## src/design/gaussian_rbf_kernel_eval_macros.svh

```systemverilog
// Assertion macros shared by the Gaussian RBF kernel evaluator modules.
`ifndef GAUSSIAN_RBF_KERNEL_EVAL_MACROS_SVH
`define GAUSSIAN_RBF_KERNEL_EVAL_MACROS_SVH

`ifndef SYNTHESIS
// Property must hold at every clock edge out of reset.
`define RBF_ASSERT(lbl, clk, rst_n, prop, msg) \
  lbl: assert property (@(posedge clk) disable iff (!rst_n) prop) else $error(msg);
// Condition must never be seen at a clock edge out of reset.
`define RBF_ASSERT_NEVER(lbl, clk, rst_n, cond, msg) \
  lbl: assert property (@(posedge clk) disable iff (!rst_n) !(cond)) else $error(msg);
`else
`define RBF_ASSERT(lbl, clk, rst_n, prop, msg)
`define RBF_ASSERT_NEVER(lbl, clk, rst_n, cond, msg)
`endif

`endif

```

## src/design/rbf_pkg.sv

```systemverilog
// Types, constants and exp table function for the Gaussian RBF kernel evaluator.
package rbf_pkg;

  localparam int unsigned ELEM_BITS_DEF      = 16;
  localparam int unsigned MAX_DIM_DEF        = 1024;
  localparam int unsigned EXP_TABLE_BITS_DEF = 8;
  localparam int unsigned FIFO_DEPTH_DEF     = 4;

  localparam int unsigned ACC_W    = 48;  // distance sum, 16 fraction bits
  localparam int unsigned GAMMA_W  = 32;  // gamma, unsigned Q16.16
  localparam int unsigned KERNEL_W = 16;  // result, unsigned Q1.15
  localparam int unsigned SPLIT_W  = 24;  // sum split point for the two products
  localparam int unsigned HI_W     = ACC_W - SPLIT_W + GAMMA_W;
  localparam int unsigned LO_W     = SPLIT_W + GAMMA_W;
  localparam int unsigned T_SHIFT  = SPLIT_W - 16;
  localparam int unsigned T_W      = GAMMA_W + T_SHIFT + 1;
  localparam int unsigned T_LIM_W  = 20;  // t >= 16.0 in Q.16 flushes to zero

  localparam logic [GAMMA_W-1:0] GAMMA_RESET = GAMMA_W'(32'h0001_0000);

  typedef enum logic [2:0] {
    ST_IDLE,
    ST_MUL,
    ST_TSUM,
    ST_LUT,
    ST_INTERP
  } rbf_state_e;

  // Per-item classification from the front end.
  typedef struct packed {
    logic use_pair;  // pair falls within the dimension limit
    logic last;      // closes the vector
  } rbf_flags_t;

  // Q1.15 sample of exp(-t) at t = idx * 16 / 2^tab_bits, built in Q0.32.
  function automatic logic [15:0] exp_sample(int unsigned tab_bits, int unsigned idx);
    logic [63:0] s;
    logic [63:0] acc;
    logic [63:0] term;
    logic [63:0] base;
    logic [63:0] cur;
    s    = 64'd1 << 24;
    acc  = 64'd1 << 32;
    term = 64'd1 << 32;
    cur  = 64'd1 << 32;
    for (int unsigned n = 1; n <= 6; n++) begin
      term = (term * s) >> 32;
      case (n)
        2: term = term / 64'd2;
        3: term = term / 64'd3;
        4: term = term / 64'd4;
        5: term = term / 64'd5;
        6: term = term / 64'd6;
        default: term = term;
      endcase
      if (n % 2 == 1) begin
        acc = acc - term;
      end else begin
        acc = acc + term;
      end
    end
    base = acc;
    for (int unsigned k = tab_bits; k < 12; k++) begin
      base = (base * base + (64'd1 << 31)) >> 32;
    end
    for (int unsigned j = 0; j < idx; j++) begin
      cur = (cur * base + (64'd1 << 31)) >> 32;
    end
    return 16'((cur + (64'd1 << 16)) >> 17);
  endfunction

endpackage

```

## src/design/rbf_fifo.sv

```systemverilog
// Short queue between front and back ends.
`include "gaussian_rbf_kernel_eval_macros.svh"
module rbf_fifo #(
  parameter int unsigned WIDTH = 34,
  parameter int unsigned DEPTH = rbf_pkg::FIFO_DEPTH_DEF
) (
  input  logic             clk_i,
  input  logic             rst_ni,
  input  logic             push_i,
  input  logic [WIDTH-1:0] data_i,
  input  logic             pop_i,
  output logic [WIDTH-1:0] data_o,
  output logic             not_empty_o,
  output logic             not_full_o
);

  localparam int unsigned PTR_W = (DEPTH > 1) ? $clog2(DEPTH) : 1;
  localparam int unsigned CNT_W = $clog2(DEPTH + 1);

  logic [WIDTH-1:0] mem_q [DEPTH];
  logic [PTR_W-1:0] wr_ptr_q, rd_ptr_q;
  logic [CNT_W-1:0] count_q;

  assign not_empty_o = count_q != '0;
  assign not_full_o  = count_q != CNT_W'(DEPTH);
  assign data_o      = mem_q[rd_ptr_q];

  always_ff @(posedge clk_i) begin
    if (push_i) begin
      mem_q[wr_ptr_q] <= data_i;
    end
  end

  always_ff @(posedge clk_i or negedge rst_ni) begin
    if (!rst_ni) begin
      wr_ptr_q <= '0;
      rd_ptr_q <= '0;
      count_q  <= '0;
    end else begin
      if (push_i) begin
        wr_ptr_q <= (wr_ptr_q == PTR_W'(DEPTH - 1)) ? '0 : wr_ptr_q + 1'b1;
      end
      if (pop_i) begin
        rd_ptr_q <= (rd_ptr_q == PTR_W'(DEPTH - 1)) ? '0 : rd_ptr_q + 1'b1;
      end
      count_q <= count_q + CNT_W'(push_i) - CNT_W'(pop_i);
    end
  end

  `RBF_ASSERT_NEVER(a_no_overflow, clk_i, rst_ni, push_i && count_q == CNT_W'(DEPTH), "push into full queue")
  `RBF_ASSERT_NEVER(a_no_underflow, clk_i, rst_ni, pop_i && count_q == '0, "pop from empty queue")

endmodule

```

## config.mk

```make
export PLATFORM = sky130hd
export DESIGN_NAME = rbf_fifo
export DESIGN_NICKNAME = d
export VERILOG_FILES = /design/src/design/rbf_pkg.sv /design/src/design/rbf_fifo.sv
export VERILOG_INCLUDE_DIRS = /design/src /design/src/design
export SDC_FILE = /design/constraint.sdc
export NUM_CORES = 1
export LEC_CHECK = 0
export BUFFER_PORTS_ARGS = -buffer_cell sky130_fd_sc_hd__buf_2
export CAP_MARGIN = 40
export CORE_MARGIN = 2
export CORE_UTILIZATION = 43
export DETAILED_ROUTE_END_ITERATION = 6
export PLACE_DENSITY = 0.6
export SYNTH_ARGS = -nofsm -noshare
export SYNTH_HDL_FRONTEND = slang
export SYNTH_SLANG_ARGS = --single-unit
export TNS_END_PERCENT = 50
```

## constraint.sdc

```tcl
create_clock -name clk_i -period 2.6 [get_ports clk_i]
set_input_delay 0.26 -clock clk_i [delete_from_list [all_inputs] [get_ports clk_i]]
set_output_delay 0.26 -clock clk_i [all_outputs]
set_load 0.05 [all_outputs]
```

==> flow_summary_export.csv <==
group,metric,value,unit
status,status,"finished, final reports clean",
final_layout,syn2layout_area_growth,21.41,%
critical_path,required,2.34,ns
synthesis,ys_ff_latch,143,
sta,fin_crit_sh,0.8746,
placement,place.gp.congestion,0.6902,
critical_path,start_kind,"flop",
sta,hold_viol_final,0,
clocking,cts_tree,"yes",
clocking,cts_buffers,17,
min_path,holdPathStages,1,
sta,setup_viol_count_final,0,
min_path,hold_class,"input pin to flop",
routing,viasPerCell,4.961,
clocking,h-tree-depth,4,
routing,postRouteAntennaNets,0,
clocking,ctsResizeCount,0,
pwr,total_power,8.301,mW
placement,place_area,0.005981,mm^2
synthesis,syn-num-nets,260,
die,coreArea,0.01211,mm^2
synthesis,synthDistinctLibCells,20,
critical_path,startpoint,"rd_ptr_q[0]",
critical_path,crit_fanout,24,
sta,fin_crit,2.274,ns
synthesis,synth_edf_count,136,
synthesis,async_flop_share,0.04895,
die,initial_core_util,0.4435,
routing,vias,2416,
sta,hold_ws,0.07093,ns
sta,setup_tns,0,ns
sta,fmax,439.8,MHz
synthesis,ys_seq_area_frac,0.7929,
pwr,powerDensity,1273,mW/mm^2
synthesis,ys_top_cells_by_area,"edfxtp_1 76%, mux4_2 12%, dfrtp_1 3.3%, mux4_1 2.9%, ha_1 1.6%",
final_layout,nNetsFinal,354,
critical_path,worstPathArrival,2.01,ns
pwr,pwr-share-seq,0.376,
flow_run,cap_violations,0,
sta,fin_ws,0.3261,ns
global_route,grt_max_degree,29,
synthesis,netlist_top_cells_count,"136 x edfxtp_1, 28 x mux4_2, 7 x dfrtp_1, 7 x ha_1",
critical_path,critPathCaptureType,"primary output",
routing,wire_per_inst,18.34,um
clocking,clkLatencyLatePin,0.40,ns
global_route,grt_pass1_vias,2526,
synthesis,syn_avg_cell_area,25.10,um^2
pwr,leakage,2.309,nW
die,die_w,115.8,um
placement,place_ws,0.6940,ns
die,die_h,115.8,um
synthesis,yosysWarningCount,0,
clocking,root_buffer,"clkbuf_16",
pwr,switchingPower,3.005,mW
critical_path,r2r_cells,4,
synthesis,synth_top_area_cell,"edfxtp_1",
die,dieArea,0.01340,mm^2
synthesis,synthCells,214,
pwr,swShare,0.3620,
global_route,grt-ovfl-total,0,
pwr,vdd_drop_max,0.0005934,V
placement,place_hpwl,5598,um
clocking,clockBufferDepth,2,
pwr,p_clk_frac,0.261,
routing,routed_wirelength,8931,um
global_route,grt_pass1_wl,13770,um
global_route,antenna_found_initial,2,
routing,drc,0,
sta,clock-skew-final,0.006653,ns
sta,tightest_slew,0.4949,ns
die,io_pins,74,
pwr,p_comb_frac,0.363,
die,rows,40,
clocking,clock-sinks,143,
routing,dr.pass1.iters,4,
critical_path,reg2reg_from,"wr_ptr_q[1]",
final_layout,stdcell_area,0.006521,mm^2
global_route,grt_use_total,0.1450,
sta,slew-limit-headroom,0.6701,
synthesis,synth_top_area_share,0.7603,
placement,placed_cells,456,
synthesis,synth_ff_type,"edfxtp_1",
final_layout,n_antenna_cell,0,
final_layout,drive_gt1_frac,0.4420,
placement,portBuffers,73,
routing,drt_iter0_drc,205,
pwr,intPower,5.297,mW
critical_path,worstSetupPathType,"flop to primary output",
sta,rsz0062_at_grt,"no",
final_layout,instances_no_fill,487,
sta,finalMaxSlewViolations,0,
synthesis,synth_most_common_cell,"edfxtp_1",
clocking,clkSlewWorstSetupHoldPaths,0.05,ns
synthesis,synth_area,0.005371,mm^2
clocking,cts_setup_buffers,0,
min_path,hold_start,"data_i[24]",
final_layout,utilization,0.5384,
==> cell type report <==
| cell class | instances | area, um^2 |
|---|---|---|
| fill | 950 | 5590 |
| sequential | 143 | 4262 |
| multi-input combinational | 57 | 1003 |
| clock buffer | 17 | 425.4 |
| timing repair buffer | 83 | 493.0 |
| clock inverter | 13 | 105.1 |
| inverter | 6 | 22.52 |
| tap | 168 | 210.2 |
==> registers in the layout, indices dropped and copies added, names as in the netlist <==
| name | flops |
|---|---|
| mem_q | 136 |
| count_q | 3 |
| rd_ptr_q | 2 |
| wr_ptr_q | 2 |
==> per-layer routing <==
layer,up-vias,part of all wire,GRT usage
met2,69,0.47,0.2199
li1,1088,-,-
met3,13,0.063,0.05701
met1,1242,0.45,0.1885
met5,-,0.0031,0
met4,4,0.013,0.06190
==> kinds of logic after synthesis <==
family / share of synthesized area
flops: 0.7929
mux: 0.1509
buf+inv: 0.02120
simple gates: 0.009781
fa+ha+maj: 0.02003
compound gates: 0.001864
xor+xnor: 0.003262
==> critical path: stages (launching register included) <==
cell	delay, ns
dfrtp_2	0.35
buf_4	0.42
mux4_1	0.60
buf_2	0.22
==> power by group through the flow <==
stage	Sequential, mW	Clock (mW)	Combinational, mW
after floorplan	3.09	0	2.51
after global placement	3.16	0	3.05
after detailed placement	3.17	0	3.06
after CTS	3.13	2.21	3.07
after global routing	3.16	2.32	3.21
final	3.12	2.17	3.01
==> worst paths after layout <==
| kind | slack [ns] | end |
|---|---|---|
| setup reg to reg | 0.92 | mem_q[1][13] |
| hold / removal | 0.07 | mem_q[2][24] |
| setup / recovery | 0.33 | data_o[3] |
| max in group asynchronous | 2.19 | rd_ptr_q[1] |
| hold reg to reg | 0.62 | count_q[2] |
| min in group asynchronous | 0.22 | wr_ptr_q[1] |
==> what timing repair did <==
item,in CTS,in global routing
hold buffers,1,0
hold endpoints to repair,7,0
endpoints found under the setup margin,0,0
==> placed cells by master (no fill, tap or decap), types with 3 or more instances in the layout <==
cell,instances
mux4_1,6
buf_4,5
clkinv_1,8
mux4_2,28
and2_2,4
buf_2,73
clkbuf_16,17
ha_1,7
inv_1,6
buf_12,4
edfxtp_1,136
clkinv_2,3
dfrtp_1,5
No activity file was read; power rests on OpenSTA's default activity.
