===== config.mk =====
export PLATFORM = sky130hd
export DESIGN_NAME = rbf_front
export DESIGN_NICKNAME = d
export VERILOG_FILES = /design/src/design/gaussian_rbf_kernel_eval_macros.svh /design/src/design/rbf_pkg.sv /design/src/design/rbf_front.sv
export SDC_FILE = /design/constraint.sdc
export NUM_CORES = 1
export LEC_CHECK = 0
export BUFFER_PORTS_ARGS = -buffer_cell sky130_fd_sc_hd__buf_4
export CAP_MARGIN = 40
export CORE_MARGIN = 3
export CORE_UTILIZATION = 35
export DETAILED_ROUTE_END_ITERATION = 7
export PLACE_DENSITY = 0.58
export SYNTH_ARGS = -nofsm -noshare
export SYNTH_HDL_FRONTEND = slang
export SYNTH_SLANG_ARGS = --single-unit

===== constraint.sdc =====
create_clock -name clk_i -period 16.3 [get_ports clk_i]
set_input_delay 4.075 -clock clk_i [delete_from_list [all_inputs] [get_ports clk_i]]
set_output_delay 4.075 -clock clk_i [all_outputs]
set_load 0.1 [all_outputs]

===== src/design/gaussian_rbf_kernel_eval_macros.svh =====
// Assertion macros shared by the Gaussian RBF kernel evaluator modules.
`ifndef GAUSSIAN_RBF_KERNEL_EVAL_MACROS_SVH
`define GAUSSIAN_RBF_KERNEL_EVAL_MACROS_SVH

`ifndef SYNTHESIS
// Property must hold at every clock edge out of reset.
`define RBF_ASSERT(lbl, clk, rst_n, prop, msg) \
  lbl: assert property (@(posedge clk) disable iff (!rst_n) prop) else $error(msg);
// Condition must never be seen at a clock edge out of reset.
`define RBF_ASSERT_NEVER(lbl, clk, rst_n, cond, msg) \
  lbl: assert property (@(posedge clk) disable iff (!rst_n) !(cond)) else $error(msg);
`else
`define RBF_ASSERT(lbl, clk, rst_n, prop, msg)
`define RBF_ASSERT_NEVER(lbl, clk, rst_n, cond, msg)
`endif

`endif


===== src/design/rbf_pkg.sv =====
// Types, constants and exp table function for the Gaussian RBF kernel evaluator.
package rbf_pkg;

  localparam int unsigned ELEM_BITS_DEF      = 16;
  localparam int unsigned MAX_DIM_DEF        = 1024;
  localparam int unsigned EXP_TABLE_BITS_DEF = 8;
  localparam int unsigned FIFO_DEPTH_DEF     = 4;

  localparam int unsigned ACC_W    = 48;  // distance sum, 16 fraction bits
  localparam int unsigned GAMMA_W  = 32;  // gamma, unsigned Q16.16
  localparam int unsigned KERNEL_W = 16;  // result, unsigned Q1.15
  localparam int unsigned SPLIT_W  = 24;  // sum split point for the two products
  localparam int unsigned HI_W     = ACC_W - SPLIT_W + GAMMA_W;
  localparam int unsigned LO_W     = SPLIT_W + GAMMA_W;
  localparam int unsigned T_SHIFT  = SPLIT_W - 16;
  localparam int unsigned T_W      = GAMMA_W + T_SHIFT + 1;
  localparam int unsigned T_LIM_W  = 20;  // t >= 16.0 in Q.16 flushes to zero

  localparam logic [GAMMA_W-1:0] GAMMA_RESET = GAMMA_W'(32'h0001_0000);

  typedef enum logic [2:0] {
    ST_IDLE,
    ST_MUL,
    ST_TSUM,
    ST_LUT,
    ST_INTERP
  } rbf_state_e;

  // Per-item classification from the front end.
  typedef struct packed {
    logic use_pair;  // pair falls within the dimension limit
    logic last;      // closes the vector
  } rbf_flags_t;

  // Q1.15 sample of exp(-t) at t = idx * 16 / 2^tab_bits, built in Q0.32.
  function automatic logic [15:0] exp_sample(int unsigned tab_bits, int unsigned idx);
    logic [63:0] s;
    logic [63:0] acc;
    logic [63:0] term;
    logic [63:0] base;
    logic [63:0] cur;
    s    = 64'd1 << 24;
    acc  = 64'd1 << 32;
    term = 64'd1 << 32;
    cur  = 64'd1 << 32;
    for (int unsigned n = 1; n <= 6; n++) begin
      term = (term * s) >> 32;
      case (n)
        2: term = term / 64'd2;
        3: term = term / 64'd3;
        4: term = term / 64'd4;
        5: term = term / 64'd5;
        6: term = term / 64'd6;
        default: term = term;
      endcase
      if (n % 2 == 1) begin
        acc = acc - term;
      end else begin
        acc = acc + term;
      end
    end
    base = acc;
    for (int unsigned k = tab_bits; k < 12; k++) begin
      base = (base * base + (64'd1 << 31)) >> 32;
    end
    for (int unsigned j = 0; j < idx; j++) begin
      cur = (cur * base + (64'd1 << 31)) >> 32;
    end
    return 16'((cur + (64'd1 << 16)) >> 17);
  endfunction

endpackage


===== src/design/rbf_front.sv =====
// Front end: takes element pairs, squares the difference and tags each pair.
module rbf_front #(
  parameter int unsigned ELEM_BITS = rbf_pkg::ELEM_BITS_DEF,
  parameter int unsigned MAX_DIM   = rbf_pkg::MAX_DIM_DEF
) (
  input  logic                     clk_i,
  input  logic                     rst_ni,
  input  logic                     in_valid_i,
  input  logic [ELEM_BITS-1:0]     x_elem_i,
  input  logic [ELEM_BITS-1:0]     y_elem_i,
  input  logic                     last_i,
  input  logic                     space_i,
  output logic                     in_ready_o,
  output logic                     push_o,
  output logic [2*ELEM_BITS-1:0]   sq_o,
  output rbf_pkg::rbf_flags_t      flags_o
);

  localparam int unsigned CNT_W = $clog2(MAX_DIM + 1);

  logic [CNT_W-1:0]         cnt_q, cnt_d;
  logic signed [ELEM_BITS:0] diff;
  logic [ELEM_BITS:0]       mag_wide;
  logic [ELEM_BITS-1:0]     mag;
  logic                     use_pair;

  assign in_ready_o = space_i;
  assign push_o     = in_valid_i & space_i;

  assign diff     = $signed({x_elem_i[ELEM_BITS-1], x_elem_i})
                  - $signed({y_elem_i[ELEM_BITS-1], y_elem_i});
  assign mag_wide = diff[ELEM_BITS] ? (~diff + 1'b1) : diff;
  assign mag      = mag_wide[ELEM_BITS-1:0];
  assign sq_o     = (2*ELEM_BITS)'(mag) * (2*ELEM_BITS)'(mag);

  // pairs past the dimension limit are passed on but not summed
  assign use_pair         = cnt_q < CNT_W'(MAX_DIM);
  assign flags_o.use_pair = use_pair;
  assign flags_o.last     = last_i;

  always_comb begin
    cnt_d = cnt_q;
    if (push_o) begin
      if (last_i) begin
        cnt_d = '0;
      end else if (use_pair) begin
        cnt_d = cnt_q + 1'b1;
      end
    end
  end

  always_ff @(posedge clk_i or negedge rst_ni) begin
    if (!rst_ni) begin
      cnt_q <= '0;
    end else begin
      cnt_q <= cnt_d;
    end
  end

endmodule


==> metrics.csv, run 1 <==
metric,value,unit
outcome,"complete, but fails checks",
violations,negative setup slack,
drc,0,
holdPathEnd,cnt_q[8],
synth.avg_cell_area,8.67,um^2
htree_levels,1,
post_route_cells_drive_above_1_share,0.401,
postSynthRegisterBits,11,
synth_cell_type_count,79,
ff2ff_setup_slack,14830,ps
synth_flop_cell,dfrtp_1,
worst_pin_slew,583,ps
layout_common_cells,"buf_4 (293), inv_1 (242), fa_1 (156)",
grt_max_degree,16,
cts.sinks,11,
gr-total-overflow,0,
holdPathStages,2,
wl,23200,um
fin_skew,2.55,ps
num_rows,58,
ant_nets,0,
nNetsFinal,1702,
gp_congestion,0.907,
clockBufferDepth,2,
max_freq,61.1,MHz
first_iter_violations,257,
syn_inst,1056,
cp-end-kind,output pin,
cp-start-kind,primary input,
mostFrequentLayoutCell,buf_4,
finalWorstSetupSlack,-57.9,ps
grt_pass1_vias,8186,
cts_root_buf,clkbuf_16,
fillers,2362,
largest_reg_flops,11,
syn_nets,1375,
period_needed,16360,ps
hold_path.class,register to register,
hpwl,19600,um
dieArea,0.0281,mm^2
dieWidth,168,um
grt_pass1_wl,38200,um
viasPerCell,4.64,
finalMaxSlewViolations,0,
clk_latency,240,ps
maxCapViolCount,0,
port_buffers,71,
coreArea,0.0255,mm^2
dieHeight,168,um
setup_viol,3,
antenna_found_initial,0,
ys_seq_area_frac,0.0301,
timing.rr.start,cnt_q[0],
fin_tns_setup,-103,ps
vias,7951,
rr_endpoint,cnt_q[6],
cts_tree,done,
cp_slowest_cell,fa_1,
ioPinCount,73,
diodes,0,
period_share,1.00,
path_max_fanout,5,
holdCritStartpoint,cnt_q[8],
rsz0062_at_grt,yes,
syn2layout_area_growth,45.7,%
yosysWarnings,0,
max_stage_delay,570,ps
required,12230,ps
track_usage,0.159,
start_util,0.360,
critPathKind,primary input to output pin,
dpl.cell_count,1657,
finalNonFillerCells,1712,
cpMostUsedCell,fa_1,
r2r_cells,7,
cp.arrival,12280,ps
synth_enable_flop_cells,0,
slew_headroom,0.607,
reg_top3,cnt_q x11,
wl_per_cell,13.6,um
registers.top_by_ff_count,cnt_q,
hold_viol,0,
netlist_area,0.00916,mm^2
cts-buffers-inserted,3,
cts.clk_slew.worst_paths,40,ps
drt_first_pass_iters,5,
synth_async_sr_flop_share,1.00,
layer usage:
metal,part of all wire,GRT usage,up-vias,routed length (um)
li1,-,-,3915,-
met4,0.013,0.0185,0,312
met2,0.52,0.285,132,12000
met3,0.035,0.00944,24,823
met1,0.43,0.220,3880,10100
met5,0,0,-,0
worst max-delay path, delay by kind of cell:
family,cells,cell delay [ps]
buffers and inverters,12,1210
xor gates and xnor gates,3,490
and+or+nand+nor,5,950
AOI/OAI and AO/OA,9,1790
adders and majority gates,9,3750
what timing repair did:
action | 4_1_cts | 5_1_grt
buffers inserted | 26 | 30
gates resized for setup | 99 | 138
hold buffers | 0 | 0
setup endpoints to repair | 15 | 14
pin swaps | 105 | 109
cloned | 1 | 0
logic make-up (layout without fill, tap and decap cells):
group / after synthesis / after routing / share of synthesized area
AOI/OAI and AO/OA: 144 / 145 / 0.109
xor gates and xnor gates: 63 / 63 / 0.0709
adders and majority gates: 282 / 282 / 0.521
buffers and inverters: 301 / 626 / 0.129
DFF: 11 / 11 / 0.0301
muxes: 2 / 2 / 0.00219
other: 1 / 1 / 0.000409
and+or+nand+nor: 252 / 252 / 0.138
per-stage QoR:
stage	hold slack [ps]	utilization	setup WS [ps]	cell area, um^2
after floorplan	493	-	-453	9410
after global placement	508	0.467	-599	11900
after detailed placement	541	0.467	-712	11900
after CTS	549	0.495	-99.2	12600
after global routing	582	0.524	-351	13300
final	548	0.524	-57.9	13300
cells in the mapped netlist (3+ instances only):
master | n | area [um^2]
and3_1 | 6 | 37.5
nor2_1 | 78 | 293
o21bai_1 | 7 | 52.6
a31oi_1 | 3 | 18.8
and2_1 | 4 | 25.0
o211ai_1 | 3 | 22.5
nand3_1 | 10 | 50.1
clkbuf_1 | 7 | 26.3
nand2_1 | 83 | 312
a21o_1 | 16 | 120
o21ai_2 | 3 | 26.3
nand2b_1 | 9 | 56.3
nor3_1 | 14 | 70.1
inv_1 | 269 | 1010
inv_2 | 8 | 30.0
nor2b_1 | 11 | 68.8
buf_4 | 7 | 52.6
a21oi_1 | 43 | 215
buf_2 | 5 | 25.0
nor2_2 | 3 | 18.8
fa_1 | 165 | 3300
o21ai_0 | 27 | 135
o21a_1 | 8 | 60.1
o21ai_1 | 9 | 45.0
xor2_1 | 15 | 131
xnor2_2 | 6 | 97.6
nand4_1 | 3 | 18.8
ha_1 | 117 | 1460
and4_1 | 5 | 43.8
dfrtp_1 | 11 | 275
xnor2_1 | 38 | 333
final cells by class:
cell class              count  area [um^2]  area share
clock buffers               4         78.8     0.00591
inverters                 280         1060      0.0796
multi-input cells         745         8660       0.649
flip-flops and latches     11          275      0.0206
well taps                 330          413      0.0310
repair buffers            342         2850       0.214
how the worst max path moves through the flow:
stage / to / start / slack [ps] / cells past startpoint
2_1_floorplan: sq_o[31] / x_elem_i[0] / -450 / 35
3_3_place_gp: sq_o[31] / x_elem_i[0] / -600 / 37
3_5_place_dp: sq_o[31] / x_elem_i[0] / -710 / 34
4_1_cts: sq_o[31] / x_elem_i[0] / -100 / 38
5_1_grt: sq_o[31] / x_elem_i[0] / -350 / 41
6_report: sq_o[31] / x_elem_i[0] / -60 / 38
Power of run 1 is left out: the tool's default activity adds up to more than one toggle a clock period on the data nets, which glitch-free logic cannot reach.
==> run 2: changes to the inputs <==
CAP_MARGIN = unset   (was 40)
RECOVER_POWER = 25   (was unset)
SLEW_MARGIN = 10   (was unset)
==> run 2 against run 1 <==
Net effect:
- the flow still finishes with violations (negative setup slack)
- non-clock buffer count unchanged
- die area unchanged
- hold slack about the same
- maximum frequency about the same
- first-iteration DRC count unchanged
==> metrics.csv, run 2 (synthesis gave the netlist of run 1 again) <==
metric,value,unit,change
grt_pass1_wl,38200,um,unchanged
post_route_cells_drive_above_1_share,0.399,,was 0.401
r2r_cells,7,,unchanged
dpl_worst_slack,-712,ps,unchanged
dieHeight,168,um,unchanged
num_rows,58,,unchanged
setup_viol,3,,unchanged
crit_start,x_elem_i[0],,unchanged
dieArea,0.0281,mm^2,unchanged
dieWidth,168,um,unchanged
max_stage_delay,560,ps,was 570 ps
nNetsFinal,1702,,unchanged
finalNonFillerCells,1712,,unchanged
wl,23300,um,"was 23,200 um"
slew_headroom,0.607,,unchanged
gp_congestion,0.907,,unchanged
critPathKind,primary input to output pin,,unchanged
cpMostUsedCell,fa_1,,unchanged
cp-start-kind,primary input,,unchanged
port_buffers,71,,unchanged
cts_root_buf,clkbuf_16,,unchanged
cts-buffers-inserted,3,,unchanged
cts.sinks,11,,unchanged
finalMaxSlewViolations,0,,unchanged
rr_endpoint,cnt_q[6],,unchanged
clockBufferDepth,2,,unchanged
outcome,"complete, but fails checks",,unchanged
syn2layout_area_growth,45.6,%,was 45.7%
period_needed,16360,ps,about the same
period_share,1.00,,about the same
gr-total-overflow,0,,unchanged
cp.arrival,12290,ps,"was 12,280 ps"
drt_first_pass_iters,4,,was 5
htree_levels,1,,unchanged
maxCapViolCount,0,,unchanged
rsz0062_at_grt,yes,,unchanged
diodes,0,,unchanged
hold_viol,0,,unchanged
timing.rr.start,cnt_q[0],,unchanged
cp-endpoint,sq_o[31],,unchanged
reg_top3,cnt_q x11,,unchanged
holdCritStartpoint,cnt_q[8],,unchanged
antenna_found_initial,0,,unchanged
start_util,0.360,,unchanged
ioPinCount,73,,unchanged
wl_per_cell,13.6,um,about the same
first_iter_violations,257,,unchanged
track_usage,0.159,,unchanged
cts_hold_buffers,0,,unchanged
violations,negative setup slack,,unchanged
viasPerCell,4.65,,was 4.64
grt_pass1_vias,8186,,unchanged
registers.top_by_ff_count,cnt_q,,unchanged
fin_skew,2.54,ps,was 2.55 ps
max_freq,61.1,MHz,about the same
final_util,0.523,,was 0.524
clk_latency,240,ps,about the same
mostFrequentLayoutCell,buf_4,,unchanged
largest_reg_flops,11,,unchanged
worst_pin_slew,583,ps,about the same
coreArea,0.0255,mm^2,unchanged
required,12230,ps,about the same
ant_nets,0,,unchanged
path_max_fanout,5,,unchanged
cp-end-kind,output pin,,unchanged
cp_slowest_cell,fa_2,,was fa_1
vias,7961,,"was 7,951"
drc,0,,unchanged
finalWorstSetupSlack,-60.7,ps,was -57.9 ps
cts_tree,done,,unchanged
hold_path.class,register to register,,unchanged
hpwl,19600,um,unchanged
hold_slack,548,ps,about the same
ff2ff_setup_slack,14830,ps,about the same
grt_max_degree,16,,unchanged
layout_common_cells,"buf_4 (291), inv_1 (242), fa_1 (156)",,"was buf_4 (293), inv_1 (242), fa_1 (156)"
cts.clk_slew.worst_paths,40,ps,about the same
dpl.cell_count,1657,,unchanged
[run 2: how the worst min path moves through the flow]
stage / cells after the start / end / slack [ps]
floorplan: 2 / cnt_q[8] / 490
global placement: 2 / cnt_q[8] / 510
detailed placement: 2 / cnt_q[8] / 540
CTS: 2 / cnt_q[8] / 550
global route: 2 / cnt_q[8] / 580
finish: 2 / cnt_q[8] / 550
[run 2: area by class of cell]
cell class,instances,area (um^2)
fill,2366,12100
multi-input combinational,745,8660
inverter,280,1060
clock buffer,4,78.8
sequential,11,275
tap,330,413
timing repair buffer,342,2840
[run 2: critical path, delay by kind of cell]
kind                     cells  cell delay (ps)
AO/OA/AOI/OAI                7             1820
XOR/XNOR                     3              500
adder cells (fa/ha/maj)      9             3650
buffers and inverters       10             1000
AND/OR/NAND/NOR              7             1220
[run 2: timing repair]
item,CTS,global route
gates cloned,1,0
setup buffers,26,30
pin swaps,105,109
gates resized for setup,99,138
endpoints found under the setup margin,15,14
[run 2: per-layer routing]
metal,GRT usage,part of all wire
met1,0.220,0.43
met2,0.285,0.52
met4,0.0185,0.014
met5,0,0
met3,0.00944,0.039
[run 2: metrics by stage]
stage          TNS, ps  cell area, um^2
3_3_place_gp     -4360            11900
6_report          -103            13300
3_5_place_dp     -5660            11900
2_1_floorplan     -875             9410
4_1_cts          -99.2            12600
5_1_grt          -1760            13300
Power of run 2 is left out for the same reason.
